File: config.mk
export PLATFORM = sky130hd
export DESIGN_NAME = retry_backoff_controller_flat
export DESIGN_NICKNAME = d
export VERILOG_FILES = /design/src/sv/rbc_pkg.sv /design/src/sv/rbc_item_if.sv /design/src/sv/rbc_result_if.sv /design/src/sv/retry_backoff_controller.sv /design/src/flat_wrapper.sv
export SDC_FILE = /design/constraint.sdc
export NUM_CORES = 2
export LEC_CHECK = 0
export BUFFER_PORTS_ARGS = -buffer_cell sky130_fd_sc_hd__buf_4
export CORE_UTILIZATION = 47
export DETAILED_ROUTE_END_ITERATION = 6
export MAX_ROUTING_LAYER = met4
export PLACE_DENSITY = 0.61
export SLEW_MARGIN = 20
export SYNTH_ARGS = -nofsm -noshare
export SYNTH_HDL_FRONTEND = slang
export SYNTH_SLANG_ARGS = --single-unit
export TNS_END_PERCENT = 1
File: constraint.sdc
create_clock -name clk -period 12.2 [get_ports clk]
set_input_delay 1.22 -clock clk [delete_from_list [all_inputs] [get_ports clk]]
set_output_delay 1.22 -clock clk [all_outputs]
set_load 0.03 [all_outputs]
File: src/sv/rbc_pkg.sv
`timescale 1ns / 1ps

package rbc_pkg;

    // Defaults for the top-level parameters
    localparam int DELAY_BITS_DEF   = 24;
    localparam int ATTEMPT_BITS_DEF = 8;

    // Field widths
    localparam int MODE_W    = 2;
    localparam int TIME_W    = 24;
    localparam int RAND_W    = 16;
    localparam int STATUS_W  = 3;
    localparam int ATT_OUT_W = 8;
    localparam int POLICY_W  = 2;
    localparam int CFG_IDX_W = 3;
    localparam int CFG_DATA_W = 24;

    // Datapath widths
    localparam int GROWTH_W = 32;
    localparam int FIB_W    = 24;
    localparam int BASE_W   = 33;
    localparam int TERM_W   = 48;
    localparam int MAG_W    = 64;
    localparam int MUL_A_W  = 48;
    localparam int MUL_B_W  = 17;
    localparam int PROD_W   = MUL_A_W + MUL_B_W;
    localparam int STEP_W   = 3;

    localparam logic [GROWTH_W-1:0] Q16_ONE   = 32'h0001_0000;
    localparam logic [MUL_B_W-1:0]  RAND_ONE  = 17'h1_0000;
    localparam logic [FIB_W-1:0]    FIB_ONE   = 24'd1;

    // Register reset values
    localparam logic [1:0]  POLICY_RST     = 2'd2;
    localparam logic [15:0] INIT_DELAY_RST = 16'd1000;
    localparam logic [15:0] MULT_RST       = 16'd512;
    localparam logic [7:0]  MAX_ATT_RST    = 8'd3;
    localparam logic [23:0] MAX_DELAY_RST  = 24'd30000;
    localparam logic [23:0] TIMEOUT_RST    = 24'd0;
    localparam logic [15:0] JITTER_RST     = 16'd0;

    typedef enum logic [CFG_IDX_W-1:0] {
        CFG_POLICY     = 3'd0,
        CFG_INIT_DELAY = 3'd1,
        CFG_MULT       = 3'd2,
        CFG_MAX_ATT    = 3'd3,
        CFG_MAX_DELAY  = 3'd4,
        CFG_TIMEOUT    = 3'd5,
        CFG_JITTER     = 3'd6
    } cfg_idx_t;

    typedef enum logic [POLICY_W-1:0] {
        POL_NONE   = 2'd0,
        POL_LINEAR = 2'd1,
        POL_EXP    = 2'd2,
        POL_FIB    = 2'd3
    } policy_t;

    typedef enum logic [MODE_W-1:0] {
        MODE_RESET  = 2'd0,
        MODE_START  = 2'd1,
        MODE_REPORT = 2'd2,
        MODE_CANCEL = 2'd3
    } mode_t;

    typedef enum logic [STATUS_W-1:0] {
        ST_NONE      = 3'd0,
        ST_RETRY     = 3'd1,
        ST_SUCCESS   = 3'd2,
        ST_TIMEOUT   = 3'd3,
        ST_MAX_ATT   = 3'd4,
        ST_NO_RETRY  = 3'd5,
        ST_CANCELLED = 3'd6,
        ST_IGNORED   = 3'd7
    } status_t;

    // Microcode fields
    typedef enum logic [2:0] {
        OP_DECIDE, OP_BASE, OP_GROWTH, OP_TERM, OP_MAG, OP_APPLY, OP_CLAMP, OP_OUT
    } op_t;

    typedef enum logic [1:0] {
        A_SCHED, A_GROWTH, A_BASE, A_TERM
    } a_sel_t;

    typedef enum logic [1:0] {
        B_INIT, B_MULT, B_JITTER, B_OFFSET
    } b_sel_t;

    typedef enum logic [1:0] {
        C_NEXT, C_NORETRY, C_NOJITTER, C_FINISH
    } cond_t;

    typedef struct packed {
        op_t                op;
        a_sel_t             a_sel;
        b_sel_t             b_sel;
        cond_t              cond;
        logic [STEP_W-1:0]  target;
    } ucode_t;

    localparam logic [STEP_W-1:0] STEP_CLAMP = 3'd6;
    localparam logic [STEP_W-1:0] STEP_OUT   = 3'd7;
    localparam logic [STEP_W-1:0] STEP_FIRST = 3'd0;

    function automatic ucode_t ucode(input logic [STEP_W-1:0] step);
        ucode_t w;
        case (step)
            3'd0:    w = '{OP_DECIDE, A_GROWTH, B_INIT,   C_NORETRY,  STEP_OUT};
            3'd1:    w = '{OP_BASE,   A_SCHED,  B_INIT,   C_NEXT,     STEP_FIRST};
            3'd2:    w = '{OP_GROWTH, A_GROWTH, B_MULT,   C_NOJITTER, STEP_CLAMP};
            3'd3:    w = '{OP_TERM,   A_BASE,   B_JITTER, C_NEXT,     STEP_FIRST};
            3'd4:    w = '{OP_MAG,    A_TERM,   B_OFFSET, C_NEXT,     STEP_FIRST};
            3'd5:    w = '{OP_APPLY,  A_GROWTH, B_INIT,   C_NEXT,     STEP_FIRST};
            3'd6:    w = '{OP_CLAMP,  A_GROWTH, B_INIT,   C_NEXT,     STEP_FIRST};
            3'd7:    w = '{OP_OUT,    A_GROWTH, B_INIT,   C_FINISH,   STEP_FIRST};
            default: w = '{OP_OUT,    A_GROWTH, B_INIT,   C_FINISH,   STEP_FIRST};
        endcase
        return w;
    endfunction

endpackage

File: src/sv/rbc_item_if.sv
`timescale 1ns / 1ps

interface rbc_item_if;
    logic                          valid;
    logic                          ready;
    logic [rbc_pkg::MODE_W-1:0]    mode;
    logic                          success;
    logic                          retryable;
    logic [rbc_pkg::TIME_W-1:0]    elapsed_ms;
    logic [rbc_pkg::RAND_W-1:0]    random_value;

    modport source (
        output valid, mode, success, retryable, elapsed_ms, random_value,
        input  ready
    );
    modport sink (
        input  valid, mode, success, retryable, elapsed_ms, random_value,
        output ready
    );
endinterface

File: src/sv/rbc_result_if.sv
`timescale 1ns / 1ps

interface rbc_result_if;
    logic                            valid;
    logic                            ready;
    logic [rbc_pkg::STATUS_W-1:0]    status;
    logic [rbc_pkg::ATT_OUT_W-1:0]   attempt;
    logic [rbc_pkg::TIME_W-1:0]      delay_ms;
    logic                            running;

    modport source (
        output valid, status, attempt, delay_ms, running,
        input  ready
    );
    modport sink (
        input  valid, status, attempt, delay_ms, running,
        output ready
    );
endinterface

File: src/sv/retry_backoff_controller.sv
`timescale 1ns / 1ps

// Retry controller with exponential, linear, Fibonacci or no backoff and signed jitter.
// One item in, one result out. Items are processed one at a time by a small
// microcoded sequencer around a single shared 48x17 multiplier: an item that
// does not schedule a retry takes the decide step and then the result load; a
// scheduled retry takes decide, base, growth, term, magnitude, apply, clamp and
// result load (term, magnitude and apply are skipped when jitter_factor is
// zero), as the base delay, the growth-factor update and the two jitter products
// each need one pass through the multiplier. Ready returns the cycle after the
// result is loaded. The next item is accepted as soon as the sequencer is idle,
// even while the previous result waits in the output register; a result that is
// not taken holds the sequencer at its last step.
// Configuration writes must only be issued while no item is in flight.
module retry_backoff_controller #(
    parameter int DELAY_BITS   = rbc_pkg::DELAY_BITS_DEF,
    parameter int ATTEMPT_BITS = rbc_pkg::ATTEMPT_BITS_DEF
) (
    input  logic                              clk,
    input  logic                              rst_n,
    input  logic                              cfg_we,
    input  logic [rbc_pkg::CFG_IDX_W-1:0]     cfg_index,
    input  logic [rbc_pkg::CFG_DATA_W-1:0]    cfg_wdata,
    rbc_item_if.sink                          item,
    rbc_result_if.source                      result
);

    localparam int CmpW = (ATTEMPT_BITS > 8) ? ATTEMPT_BITS : 8;
    localparam logic [ATTEMPT_BITS-1:0] CntMax = {ATTEMPT_BITS{1'b1}};
    localparam logic [rbc_pkg::BASE_W-1:0] DelayMax =
        rbc_pkg::BASE_W'((64'd1 << DELAY_BITS) - 64'd1);

    // Configuration
    rbc_pkg::policy_t  policy_reg, policy_next;
    logic [15:0]       init_delay_reg, init_delay_next;
    logic [15:0]       mult_reg, mult_next;
    logic [7:0]        max_att_reg, max_att_next;
    logic [23:0]       max_delay_reg, max_delay_next;
    logic [23:0]       timeout_reg, timeout_next;
    logic [15:0]       jitter_reg, jitter_next;

    // Controller state
    logic [ATTEMPT_BITS-1:0]          attempt_count_reg, attempt_count_next;
    logic                             running_reg, running_next;
    logic                             cancelled_reg, cancelled_next;
    logic [rbc_pkg::GROWTH_W-1:0]     growth_reg, growth_next;
    logic [rbc_pkg::FIB_W-1:0]        fib_prev_reg, fib_prev_next;
    logic [rbc_pkg::FIB_W-1:0]        fib_cur_reg, fib_cur_next;

    // Sequencer
    logic                             busy_reg, busy_next;
    logic [rbc_pkg::STEP_W-1:0]       step_reg, step_next;
    rbc_pkg::ucode_t                  uc;

    // Latched item
    rbc_pkg::mode_t                   mode_reg, mode_next;
    logic                             success_reg, success_next;
    logic                             retryable_reg, retryable_next;
    logic [rbc_pkg::TIME_W-1:0]       elapsed_reg, elapsed_next;
    logic [rbc_pkg::RAND_W-1:0]       rnd_reg, rnd_next;

    // Datapath
    logic [rbc_pkg::BASE_W-1:0]       base_reg, base_next;
    logic [rbc_pkg::TERM_W-1:0]       term_reg, term_next;
    logic [rbc_pkg::MAG_W-1:0]        mag_reg, mag_next;
    rbc_pkg::status_t                 status_reg, status_next;
    logic [rbc_pkg::TIME_W-1:0]       delay_reg, delay_next;

    // Output register
    logic                             out_valid_reg, out_valid_next;
    rbc_pkg::status_t                 out_status_reg, out_status_next;
    logic [rbc_pkg::ATT_OUT_W-1:0]    out_attempt_reg, out_attempt_next;
    logic [rbc_pkg::TIME_W-1:0]       out_delay_reg, out_delay_next;
    logic                             out_running_reg, out_running_next;

    logic                             item_acc;
    logic                             out_free;
    logic [rbc_pkg::MUL_A_W-1:0]      mul_a;
    logic [rbc_pkg::MUL_B_W-1:0]      mul_b;
    logic [rbc_pkg::PROD_W-1:0]       prod;
    logic [rbc_pkg::MUL_B_W-1:0]      twice;
    logic                             jit_up;
    logic [rbc_pkg::MUL_B_W-1:0]      jit_off;
    logic [ATTEMPT_BITS-1:0]          cnt_inc;
    logic [CmpW-1:0]                  cnt_inc_ext;
    logic [CmpW-1:0]                  max_att_ext;
    logic [CmpW-1:0]                  cnt_reg_ext;
    rbc_pkg::status_t                 dec_status;
    logic [ATTEMPT_BITS-1:0]          dec_count;
    logic                             dec_running;
    logic                             dec_cancelled;
    logic                             dec_clear;
    logic [rbc_pkg::FIB_W:0]          fib_sum;
    logic [rbc_pkg::BASE_W-1:0]       jit_hi;
    logic [rbc_pkg::BASE_W-1:0]       jit_dn;
    logic [rbc_pkg::BASE_W-1:0]       clamp_v;

    assign item_acc   = item.valid && item.ready;
    assign item.ready = !busy_reg;
    assign out_free   = !out_valid_reg || result.ready;
    assign uc         = rbc_pkg::ucode(step_reg);

    assign result.valid    = out_valid_reg;
    assign result.status   = out_status_reg;
    assign result.attempt  = out_attempt_reg;
    assign result.delay_ms = out_delay_reg;
    assign result.running  = out_running_reg;

    // Jitter offset |2r - 1| in Q1.16
    assign twice   = {rnd_reg, 1'b0};
    assign jit_up  = rnd_reg[rbc_pkg::RAND_W-1];
    assign jit_off = jit_up ? (twice - rbc_pkg::RAND_ONE) : (rbc_pkg::RAND_ONE - twice);

    // Shared multiplier operand selection
    always_comb
    begin
        case (uc.a_sel)
            rbc_pkg::A_SCHED:
                mul_a = policy_reg[0] ? rbc_pkg::MUL_A_W'(fib_cur_reg)
                                      : rbc_pkg::MUL_A_W'(growth_reg);
            rbc_pkg::A_GROWTH: mul_a = rbc_pkg::MUL_A_W'(growth_reg);
            rbc_pkg::A_BASE:   mul_a = rbc_pkg::MUL_A_W'(base_reg);
            rbc_pkg::A_TERM:   mul_a = term_reg;
            default:           mul_a = '0;
        endcase
        case (uc.b_sel)
            rbc_pkg::B_INIT:   mul_b = rbc_pkg::MUL_B_W'(init_delay_reg);
            rbc_pkg::B_MULT:   mul_b = rbc_pkg::MUL_B_W'(mult_reg);
            rbc_pkg::B_JITTER: mul_b = rbc_pkg::MUL_B_W'(jitter_reg);
            rbc_pkg::B_OFFSET: mul_b = jit_off;
            default:           mul_b = '0;
        endcase
    end

    assign prod = rbc_pkg::PROD_W'(mul_a) * rbc_pkg::PROD_W'(mul_b);

    assign cnt_inc     = (attempt_count_reg == CntMax) ? attempt_count_reg
                                                       : attempt_count_reg + ATTEMPT_BITS'(1);
    assign cnt_inc_ext = CmpW'(cnt_inc);
    assign cnt_reg_ext = CmpW'(attempt_count_reg);
    assign max_att_ext = CmpW'(max_att_reg);
    assign fib_sum     = {1'b0, fib_prev_reg} + {1'b0, fib_cur_reg};
    assign jit_hi      = rbc_pkg::BASE_W'(mag_reg[rbc_pkg::MAG_W-1:32]);
    assign jit_dn      = jit_hi + rbc_pkg::BASE_W'(mag_reg[31:0] != 32'd0);
    assign clamp_v     = (base_reg > rbc_pkg::BASE_W'(max_delay_reg))
                         ? rbc_pkg::BASE_W'(max_delay_reg) : base_reg;

    // Outcome of the latched item
    always_comb
    begin
        dec_status    = rbc_pkg::ST_NONE;
        dec_count     = attempt_count_reg;
        dec_running   = running_reg;
        dec_cancelled = cancelled_reg;
        dec_clear     = 1'b0;
        case (mode_reg)
            rbc_pkg::MODE_RESET:
            begin
                dec_clear     = 1'b1;
                dec_running   = 1'b0;
                dec_cancelled = 1'b0;
            end
            rbc_pkg::MODE_START:
            begin
                dec_clear     = 1'b1;
                dec_running   = 1'b1;
                dec_cancelled = 1'b0;
            end
            rbc_pkg::MODE_CANCEL:
            begin
                dec_status    = rbc_pkg::ST_CANCELLED;
                dec_running   = 1'b0;
                dec_cancelled = 1'b1;
            end
            rbc_pkg::MODE_REPORT:
            begin
                if (cancelled_reg || !running_reg)
                begin
                    dec_status = rbc_pkg::ST_IGNORED;
                end
                else
                begin
                    dec_count = cnt_inc;
                    if (timeout_reg != '0 && elapsed_reg > timeout_reg)
                        dec_status = rbc_pkg::ST_TIMEOUT;
                    else if (cnt_inc_ext > max_att_ext)
                        dec_status = rbc_pkg::ST_MAX_ATT;
                    else if (success_reg)
                        dec_status = rbc_pkg::ST_SUCCESS;
                    else if (!retryable_reg)
                        dec_status = rbc_pkg::ST_NO_RETRY;
                    else if (cnt_inc_ext >= max_att_ext)
                        dec_status = rbc_pkg::ST_MAX_ATT;
                    else
                        dec_status = rbc_pkg::ST_RETRY;
                    if (dec_status != rbc_pkg::ST_RETRY)
                        dec_running = 1'b0;
                end
            end
            default: ;
        endcase
    end

    always_comb
    begin
        policy_next        = policy_reg;
        init_delay_next    = init_delay_reg;
        mult_next          = mult_reg;
        max_att_next       = max_att_reg;
        max_delay_next     = max_delay_reg;
        timeout_next       = timeout_reg;
        jitter_next        = jitter_reg;
        attempt_count_next = attempt_count_reg;
        running_next       = running_reg;
        cancelled_next     = cancelled_reg;
        growth_next        = growth_reg;
        fib_prev_next      = fib_prev_reg;
        fib_cur_next       = fib_cur_reg;
        busy_next          = busy_reg;
        step_next          = step_reg;
        mode_next          = mode_reg;
        success_next       = success_reg;
        retryable_next     = retryable_reg;
        elapsed_next       = elapsed_reg;
        rnd_next           = rnd_reg;
        base_next          = base_reg;
        term_next          = term_reg;
        mag_next           = mag_reg;
        status_next        = status_reg;
        delay_next         = delay_reg;
        out_valid_next     = out_valid_reg && !result.ready;
        out_status_next    = out_status_reg;
        out_attempt_next   = out_attempt_reg;
        out_delay_next     = out_delay_reg;
        out_running_next   = out_running_reg;

        if (cfg_we)
        begin
            case (rbc_pkg::cfg_idx_t'(cfg_index))
                rbc_pkg::CFG_POLICY:     policy_next = rbc_pkg::policy_t'(cfg_wdata[1:0]);
                rbc_pkg::CFG_INIT_DELAY: init_delay_next = cfg_wdata[15:0];
                rbc_pkg::CFG_MULT:       mult_next = cfg_wdata[15:0];
                rbc_pkg::CFG_MAX_ATT:    max_att_next = cfg_wdata[7:0];
                rbc_pkg::CFG_MAX_DELAY:  max_delay_next = cfg_wdata[23:0];
                rbc_pkg::CFG_TIMEOUT:    timeout_next = cfg_wdata[23:0];
                rbc_pkg::CFG_JITTER:     jitter_next = cfg_wdata[15:0];
                default: ;
            endcase
        end

        if (!busy_reg)
        begin
            if (item_acc)
            begin
                busy_next      = 1'b1;
                step_next      = rbc_pkg::STEP_FIRST;
                mode_next      = rbc_pkg::mode_t'(item.mode);
                success_next   = item.success;
                retryable_next = item.retryable;
                elapsed_next   = item.elapsed_ms;
                rnd_next       = item.random_value;
            end
        end
        else
        begin
            case (uc.op)
                rbc_pkg::OP_DECIDE:
                begin
                    status_next        = dec_status;
                    delay_next         = '0;
                    running_next       = dec_running;
                    cancelled_next     = dec_cancelled;
                    attempt_count_next = dec_clear ? '0 : dec_count;
                    if (dec_clear)
                    begin
                        growth_next   = rbc_pkg::Q16_ONE;
                        fib_prev_next = rbc_pkg::FIB_ONE;
                        fib_cur_next  = rbc_pkg::FIB_ONE;
                    end
                end
                rbc_pkg::OP_BASE:
                begin
                    case (policy_reg)
                        rbc_pkg::POL_NONE:   base_next = '0;
                        rbc_pkg::POL_LINEAR: base_next = rbc_pkg::BASE_W'(init_delay_reg);
                        rbc_pkg::POL_EXP:    base_next = rbc_pkg::BASE_W'(prod[47:16]);
                        rbc_pkg::POL_FIB:
                            base_next = (prod[rbc_pkg::PROD_W-1:32] != '0)
                                        ? rbc_pkg::BASE_W'(32'hFFFF_FFFF)
                                        : rbc_pkg::BASE_W'(prod[31:0]);
                        default:             base_next = '0;
                    endcase
                end
                rbc_pkg::OP_GROWTH:
                begin
                    growth_next   = (prod[rbc_pkg::PROD_W-1:40] != '0) ? '1 : prod[39:8];
                    fib_prev_next = fib_cur_reg;
                    fib_cur_next  = fib_sum[rbc_pkg::FIB_W] ? '1 : fib_sum[rbc_pkg::FIB_W-1:0];
                end
                rbc_pkg::OP_TERM:  term_next = prod[rbc_pkg::TERM_W-1:0];
                rbc_pkg::OP_MAG:   mag_next = prod[rbc_pkg::MAG_W-1:0];
                rbc_pkg::OP_APPLY:
                begin
                    if (jit_up)
                        base_next = base_reg + jit_hi;
                    else
                        base_next = (jit_dn >= base_reg) ? '0 : base_reg - jit_dn;
                end
                rbc_pkg::OP_CLAMP:
                    delay_next = (clamp_v > DelayMax) ? DelayMax[rbc_pkg::TIME_W-1:0]
                                                      : clamp_v[rbc_pkg::TIME_W-1:0];
                rbc_pkg::OP_OUT: ;
                default: ;
            endcase

            case (uc.cond)
                rbc_pkg::C_NEXT: step_next = step_reg + 1'b1;
                rbc_pkg::C_NORETRY:
                    step_next = (dec_status != rbc_pkg::ST_RETRY) ? uc.target
                                                                  : step_reg + 1'b1;
                rbc_pkg::C_NOJITTER:
                    step_next = (jitter_reg == '0) ? uc.target : step_reg + 1'b1;
                rbc_pkg::C_FINISH:
                begin
                    // holds here until the output register has room
                    if (out_free)
                    begin
                        busy_next        = 1'b0;
                        out_valid_next   = 1'b1;
                        out_status_next  = status_reg;
                        out_attempt_next = cnt_reg_ext[rbc_pkg::ATT_OUT_W-1:0];
                        out_delay_next   = delay_reg;
                        out_running_next = running_reg;
                    end
                end
                default: step_next = step_reg;
            endcase
        end
    end

    always_ff @(posedge clk or negedge rst_n)
    begin
        if (!rst_n)
        begin
            policy_reg        <= rbc_pkg::policy_t'(rbc_pkg::POLICY_RST);
            init_delay_reg    <= rbc_pkg::INIT_DELAY_RST;
            mult_reg          <= rbc_pkg::MULT_RST;
            max_att_reg       <= rbc_pkg::MAX_ATT_RST;
            max_delay_reg     <= rbc_pkg::MAX_DELAY_RST;
            timeout_reg       <= rbc_pkg::TIMEOUT_RST;
            jitter_reg        <= rbc_pkg::JITTER_RST;
            attempt_count_reg <= '0;
            running_reg       <= 1'b0;
            cancelled_reg     <= 1'b0;
            growth_reg        <= rbc_pkg::Q16_ONE;
            fib_prev_reg      <= rbc_pkg::FIB_ONE;
            fib_cur_reg       <= rbc_pkg::FIB_ONE;
            busy_reg          <= 1'b0;
            step_reg          <= rbc_pkg::STEP_FIRST;
            out_valid_reg     <= 1'b0;
        end
        else
        begin
            policy_reg        <= policy_next;
            init_delay_reg    <= init_delay_next;
            mult_reg          <= mult_next;
            max_att_reg       <= max_att_next;
            max_delay_reg     <= max_delay_next;
            timeout_reg       <= timeout_next;
            jitter_reg        <= jitter_next;
            attempt_count_reg <= attempt_count_next;
            running_reg       <= running_next;
            cancelled_reg     <= cancelled_next;
            growth_reg        <= growth_next;
            fib_prev_reg      <= fib_prev_next;
            fib_cur_reg       <= fib_cur_next;
            busy_reg          <= busy_next;
            step_reg          <= step_next;
            out_valid_reg     <= out_valid_next;
        end
    end

    always_ff @(posedge clk)
    begin
        mode_reg        <= mode_next;
        success_reg     <= success_next;
        retryable_reg   <= retryable_next;
        elapsed_reg     <= elapsed_next;
        rnd_reg         <= rnd_next;
        base_reg        <= base_next;
        term_reg        <= term_next;
        mag_reg         <= mag_next;
        status_reg      <= status_next;
        delay_reg       <= delay_next;
        out_status_reg  <= out_status_next;
        out_attempt_reg <= out_attempt_next;
        out_delay_reg   <= out_delay_next;
        out_running_reg <= out_running_next;
    end

    // A scheduled retry always leaves the run active
    a_retry_running: assert property (@(posedge clk) disable iff (!rst_n)
        result.valid && result.status == rbc_pkg::ST_RETRY |-> result.running)
        else $error("retry result with run not active");

    // Only a scheduled retry carries a delay
    a_delay_only_retry: assert property (@(posedge clk) disable iff (!rst_n)
        result.valid && result.status != rbc_pkg::ST_RETRY |-> result.delay_ms == '0)
        else $error("delay on a non-retry result");

    // Delay never exceeds the clamp
    a_delay_clamped: assert property (@(posedge clk) disable iff (!rst_n)
        result.valid |-> result.delay_ms <= max_delay_reg)
        else $error("delay above max_delay_ms");

    // An accepted item starts the program at its first step
    a_accept_starts: assert property (@(posedge clk) disable iff (!rst_n)
        item_acc |=> busy_reg && step_reg == rbc_pkg::STEP_FIRST)
        else $error("sequencer did not start on accepted item");

endmodule

File: src/flat_wrapper.sv
// flat-port wrapper written by rule: the top's interface ports become plain ports
module retry_backoff_controller_flat 
#(
    parameter int DELAY_BITS   = rbc_pkg::DELAY_BITS_DEF,
    parameter int ATTEMPT_BITS = rbc_pkg::ATTEMPT_BITS_DEF
)
  (clk, rst_n, cfg_we, cfg_index, cfg_wdata, item_valid, item_mode, item_success, item_retryable, item_elapsed_ms, item_random_value, item_ready, result_valid, result_status, result_attempt, result_delay_ms, result_running, result_ready);
  rbc_item_if item_i ();
  rbc_result_if result_i ();
  input  logic clk;
  input  logic rst_n;
  input  logic cfg_we;
  input  logic [rbc_pkg::CFG_IDX_W-1:0] cfg_index;
  input  logic [rbc_pkg::CFG_DATA_W-1:0] cfg_wdata;
  input wire logic [$bits(item_i.valid)-1:0] item_valid;
  input wire logic [$bits(item_i.mode)-1:0] item_mode;
  input wire logic [$bits(item_i.success)-1:0] item_success;
  input wire logic [$bits(item_i.retryable)-1:0] item_retryable;
  input wire logic [$bits(item_i.elapsed_ms)-1:0] item_elapsed_ms;
  input wire logic [$bits(item_i.random_value)-1:0] item_random_value;
  output wire logic [$bits(item_i.ready)-1:0] item_ready;
  output wire logic [$bits(result_i.valid)-1:0] result_valid;
  output wire logic [$bits(result_i.status)-1:0] result_status;
  output wire logic [$bits(result_i.attempt)-1:0] result_attempt;
  output wire logic [$bits(result_i.delay_ms)-1:0] result_delay_ms;
  output wire logic [$bits(result_i.running)-1:0] result_running;
  input wire logic [$bits(result_i.ready)-1:0] result_ready;
  assign item_i.valid = item_valid;
  assign item_i.mode = item_mode;
  assign item_i.success = item_success;
  assign item_i.retryable = item_retryable;
  assign item_i.elapsed_ms = item_elapsed_ms;
  assign item_i.random_value = item_random_value;
  assign item_ready = item_i.ready;
  assign result_valid = result_i.valid;
  assign result_status = result_i.status;
  assign result_attempt = result_i.attempt;
  assign result_delay_ms = result_i.delay_ms;
  assign result_running = result_i.running;
  assign result_i.ready = result_ready;
  retry_backoff_controller #(.DELAY_BITS(DELAY_BITS), .ATTEMPT_BITS(ATTEMPT_BITS)) u_core (.clk(clk), .rst_n(rst_n), .cfg_we(cfg_we), .cfg_index(cfg_index), .cfg_wdata(cfg_wdata), .item(item_i), .result(result_i));
endmodule
==> results list <==
- Along the worst path, the maximum fanout reaches 25.
- TritonCTS Buffers: 51
- Required @ worst endpoint: 12.53 ns
- Sum of overflow across all layers after global routing: 0
* Slack of the critical path: 0.711 ns
- Maximum number of pins on one net before global-route repair: 76
- The clock net in this run drives a total of 453 sinks.
- For this run, the slowest stage of the critical path takes 0.92 ns.
* Post-synthesis cell type count: 88
- For this run, the detailed router's first-pass iteration total came to 6.
- Fin crit period: 11.49 ns
- Most common cell on crit path: fa_1
- During I/O placement, the number of pins put on the boundary was 114.
- In the final routed layout, each cell accounts on average for 22.7 um.
* Die area: 110000 sq um
* Area of the mapped netlist: 50900 sq um
* Commonest non-fill, non-tap cell in the layout: inv_1
- Asr flop ratio synth: 0.444
* FF/Latch Area: 12600 sq um
* Chip height: 331 um
- Total global routing track utilization: 0.305
- Per-instance average area after synthesis: 9.19 sq um
- The detailed router finished its first iteration with 3198 violations.
- Setup violations remaining at the end of the flow were counted as 0.
* F_max: 0.0870 GHz
* Nets@finish: 6641
- The portion of synthesized area spent on multiplexers is 0.0210.
- Synthesis produced 5538 cells.
- Buffers inserted to repair hold after CTS numbered 0.
- Counting every net in the synthesized netlist gives 6603.
- Dividing the detail-routed via count by the number of cells gives 5.70.
- Of the total synthesized cell area, the portion taken by full adders, half adders and majority gates is 0.345.
* Via count of the first global-routing pass: 40700
- The synthesized design contains 453 register bits.
* HPWL reported at the end of detailed placement: 125000 um
- Worst EP arrival: 11.82 ns
- The register with the most flip-flops in the layout has 64 of them.
- The min-delay analysis places its worst path in the category flip-flop to flip-flop.
* Post-route setup TNS: 0 ns
- After detailed routing, the total wire length is 159000 um.
- Final cell count without fillers: 7025
- Total number of placement rows: 120
- In the routed design, unresolved DRC markers number 0.
- After filler insertion, the fill cell instance count of the layout stands at 10100.
- Horizontal die dimension: 331 um
* Post-CTS resize count: 0
* Total core area: 107000 sq um
- At the end of the flow the core is filled with cells to 0.518.
* Dominant combinational cell family by area after synthesis: adder cells
* Total area of multi-input combinational cells: 34000 sq um
- The slowest stage of the critical path is the a21oi_4 cell.
* Fraction of layout cells with a size suffix above 1: 0.0913
* Inst Count DP: 6925
- Between clock sinks in the finished design, the worst skew comes to 0.0614 ns.
- The top cell types in the final layout, fill and taps aside, are 952 x inv_1, 884 x nand2_1, 692 x fa_1.
- The H-tree was split into 2 levels.
* Max cap viols: 0
- For this configuration, the core starts out at a cell density of 0.475.
- Of the total synthesized cell area, the portion taken by XOR and XNOR cells is 0.0294.
* Hold-critical path depth: 0
* Count of final max-slew check failures: 0
* Synthesis-to-finish area growth: 9.12%
- The worst setup path is captured at a flip-flop.
- Remaining antenna violation count: 0
* Number of port buffers: 113
- Crit Path Category: flip-flop to flip-flop
* Final hold violations: 0
- Gpl congestion: 0.985
- Prevailing post-synth register cell: edfxtp_1
* Fraction of the yosys area taken by sequential cells: 0.248
* Root buf cell: clkbuf_16
- EDFF count, synth: 252
- Result of the run: finished clean
- Nature of the critical path startpoint: flip-flop
- Total setup buffers inserted after CTS: 0
* Global-route wire length before repair: 245000 um
* Yosys warning total: 0
- Headroom to the max-slew limit came out at 0.166.
- At the later pin of the worst-skew pair, clock insertion delay measures 0.66 ns.
* Unrepaired setup endpoints after global routing: false
- In the finished design, the share of the clock period the worst path needs comes to 0.942.
* Clock tree from TritonCTS: yes
* Antenna violations before repair: 4
- Routed vias: 40100
- The compound-cell area share of the yosys netlist is 0.114.
* Clock input transition at the sequential cells of the worst setup and hold paths: 0.06 ns
* Maximum root-to-sink buffer count: 3
- Prior to clock tree synthesis, the placed netlist has a worst setup slack of 0.927 ns.
- Worst r2r path cells: 33
- Simple-Gate Fraction of Synth Area: 0.153
* Tightest Pin Transition: 1.25 ns
==> worst max-delay path: cells and delay by family (launching register included) <==
family	cells	cell delay, ns
fa+ha+maj	8	3.75
simple gates	8	2.13
flops	1	0.43
xor+xnor	1	0.28
compound gates	9	3.18
buf+inv	7	1.36
==> cell usage after synthesis (8+ instances only) <==
library cell | instances | area share
o21a_1 | 44 | 0.0065
and2_1 | 131 | 0.016
a211oi_1 | 35 | 0.0052
or2_2 | 8 | 0.00098
nor4_2 | 18 | 0.0044
o21ai_0 | 189 | 0.019
xnor2_1 | 101 | 0.017
mux2_2 | 85 | 0.019
a22oi_1 | 38 | 0.0056
o21ai_1 | 29 | 0.0029
a21oi_1 | 219 | 0.022
o221ai_1 | 10 | 0.0017
ha_1 | 297 | 0.073
a22o_1 | 29 | 0.0050
o22ai_1 | 11 | 0.0014
o211ai_1 | 25 | 0.0037
nor4_1 | 65 | 0.0080
a21o_1 | 84 | 0.012
o31ai_1 | 33 | 0.0049
mux2i_1 | 11 | 0.0022
nand3_1 | 52 | 0.0051
edfxtp_1 | 252 | 0.15
or3_1 | 13 | 0.0016
and3_1 | 27 | 0.0033
o21bai_1 | 15 | 0.0022
nand2b_1 | 23 | 0.0028
buf_1 | 11 | 0.00081
a21boi_0 | 24 | 0.0035
nand2_1 | 884 | 0.065
nor2b_1 | 16 | 0.0020
a31oi_1 | 16 | 0.0020
xor2_1 | 70 | 0.012
nor3_1 | 50 | 0.0049
fa_1 | 692 | 0.27
nand4_1 | 44 | 0.0054
nor2_1 | 359 | 0.026
inv_1 | 952 | 0.070
clkbuf_1 | 235 | 0.017
dfrtp_1 | 181 | 0.089
dfstp_2 | 20 | 0.010
a221oi_1 | 18 | 0.0031
==> cell type report <==
type	count	share of cell area
Multi-Input combinational cell	3877	0.612
Sequential cell	453	0.227
Inverter	954	0.0645
Timing Repair Buffer	239	0.0339
Tap cell	1403	0.0316
Clock buffer	72	0.0255
Clock inverter	24	0.00478
Antenna cell	3	0.000135
==> logic make-up (layout without fill, tap and decap cells) <==
logic type	after synthesis	in the layout
xor gates and xnor gates	171	171
adders and majority gates	989	989
and+or+nand+nor	1730	1730
muxes	96	96
other	0	3
AOI/OAI and AO/OA	891	891
buffers and inverters	1208	1289
DFF	453	453
==> stage by stage <==
stage | hold slack (ns) | cell area, sq um
after floorplan | 0.400 | 50900
after global placement | 0.403 | 53800
after detailed placement | 0.405 | 53800
after CTS | 0.370 | 55500
after global routing | 0.396 | 55500
final | 0.372 | 55500
==> final timing paths <==
check	startpoint	to	slack [ns]
max	u_core.step_reg[0]	u_core.base_reg[20]	0.71
min	u_core.delay_reg[2]	u_core.result.delay_ms[2]	0.37
max reg2reg	u_core.step_reg[0]	u_core.base_reg[20]	0.71
min reg2reg	u_core.delay_reg[2]	u_core.result.delay_ms[2]	0.37
max in group asynchronous	rst_n	u_core.growth_reg[31]	9.41
min in group asynchronous	rst_n	u_core.timeout_reg[1]	0.58
==> metal layers <==
metal	up-vias	part of all wire	track usage
met2	1475	0.48	0.489
li1	18000	-	-
met4	0	0.034	0.0921
met3	287	0.072	0.0417
met1	20300	0.42	0.402
met5	-	0	-
Power is not shown: default switching activity piles up to over one toggle a cycle in this logic, so the estimate is an artifact.
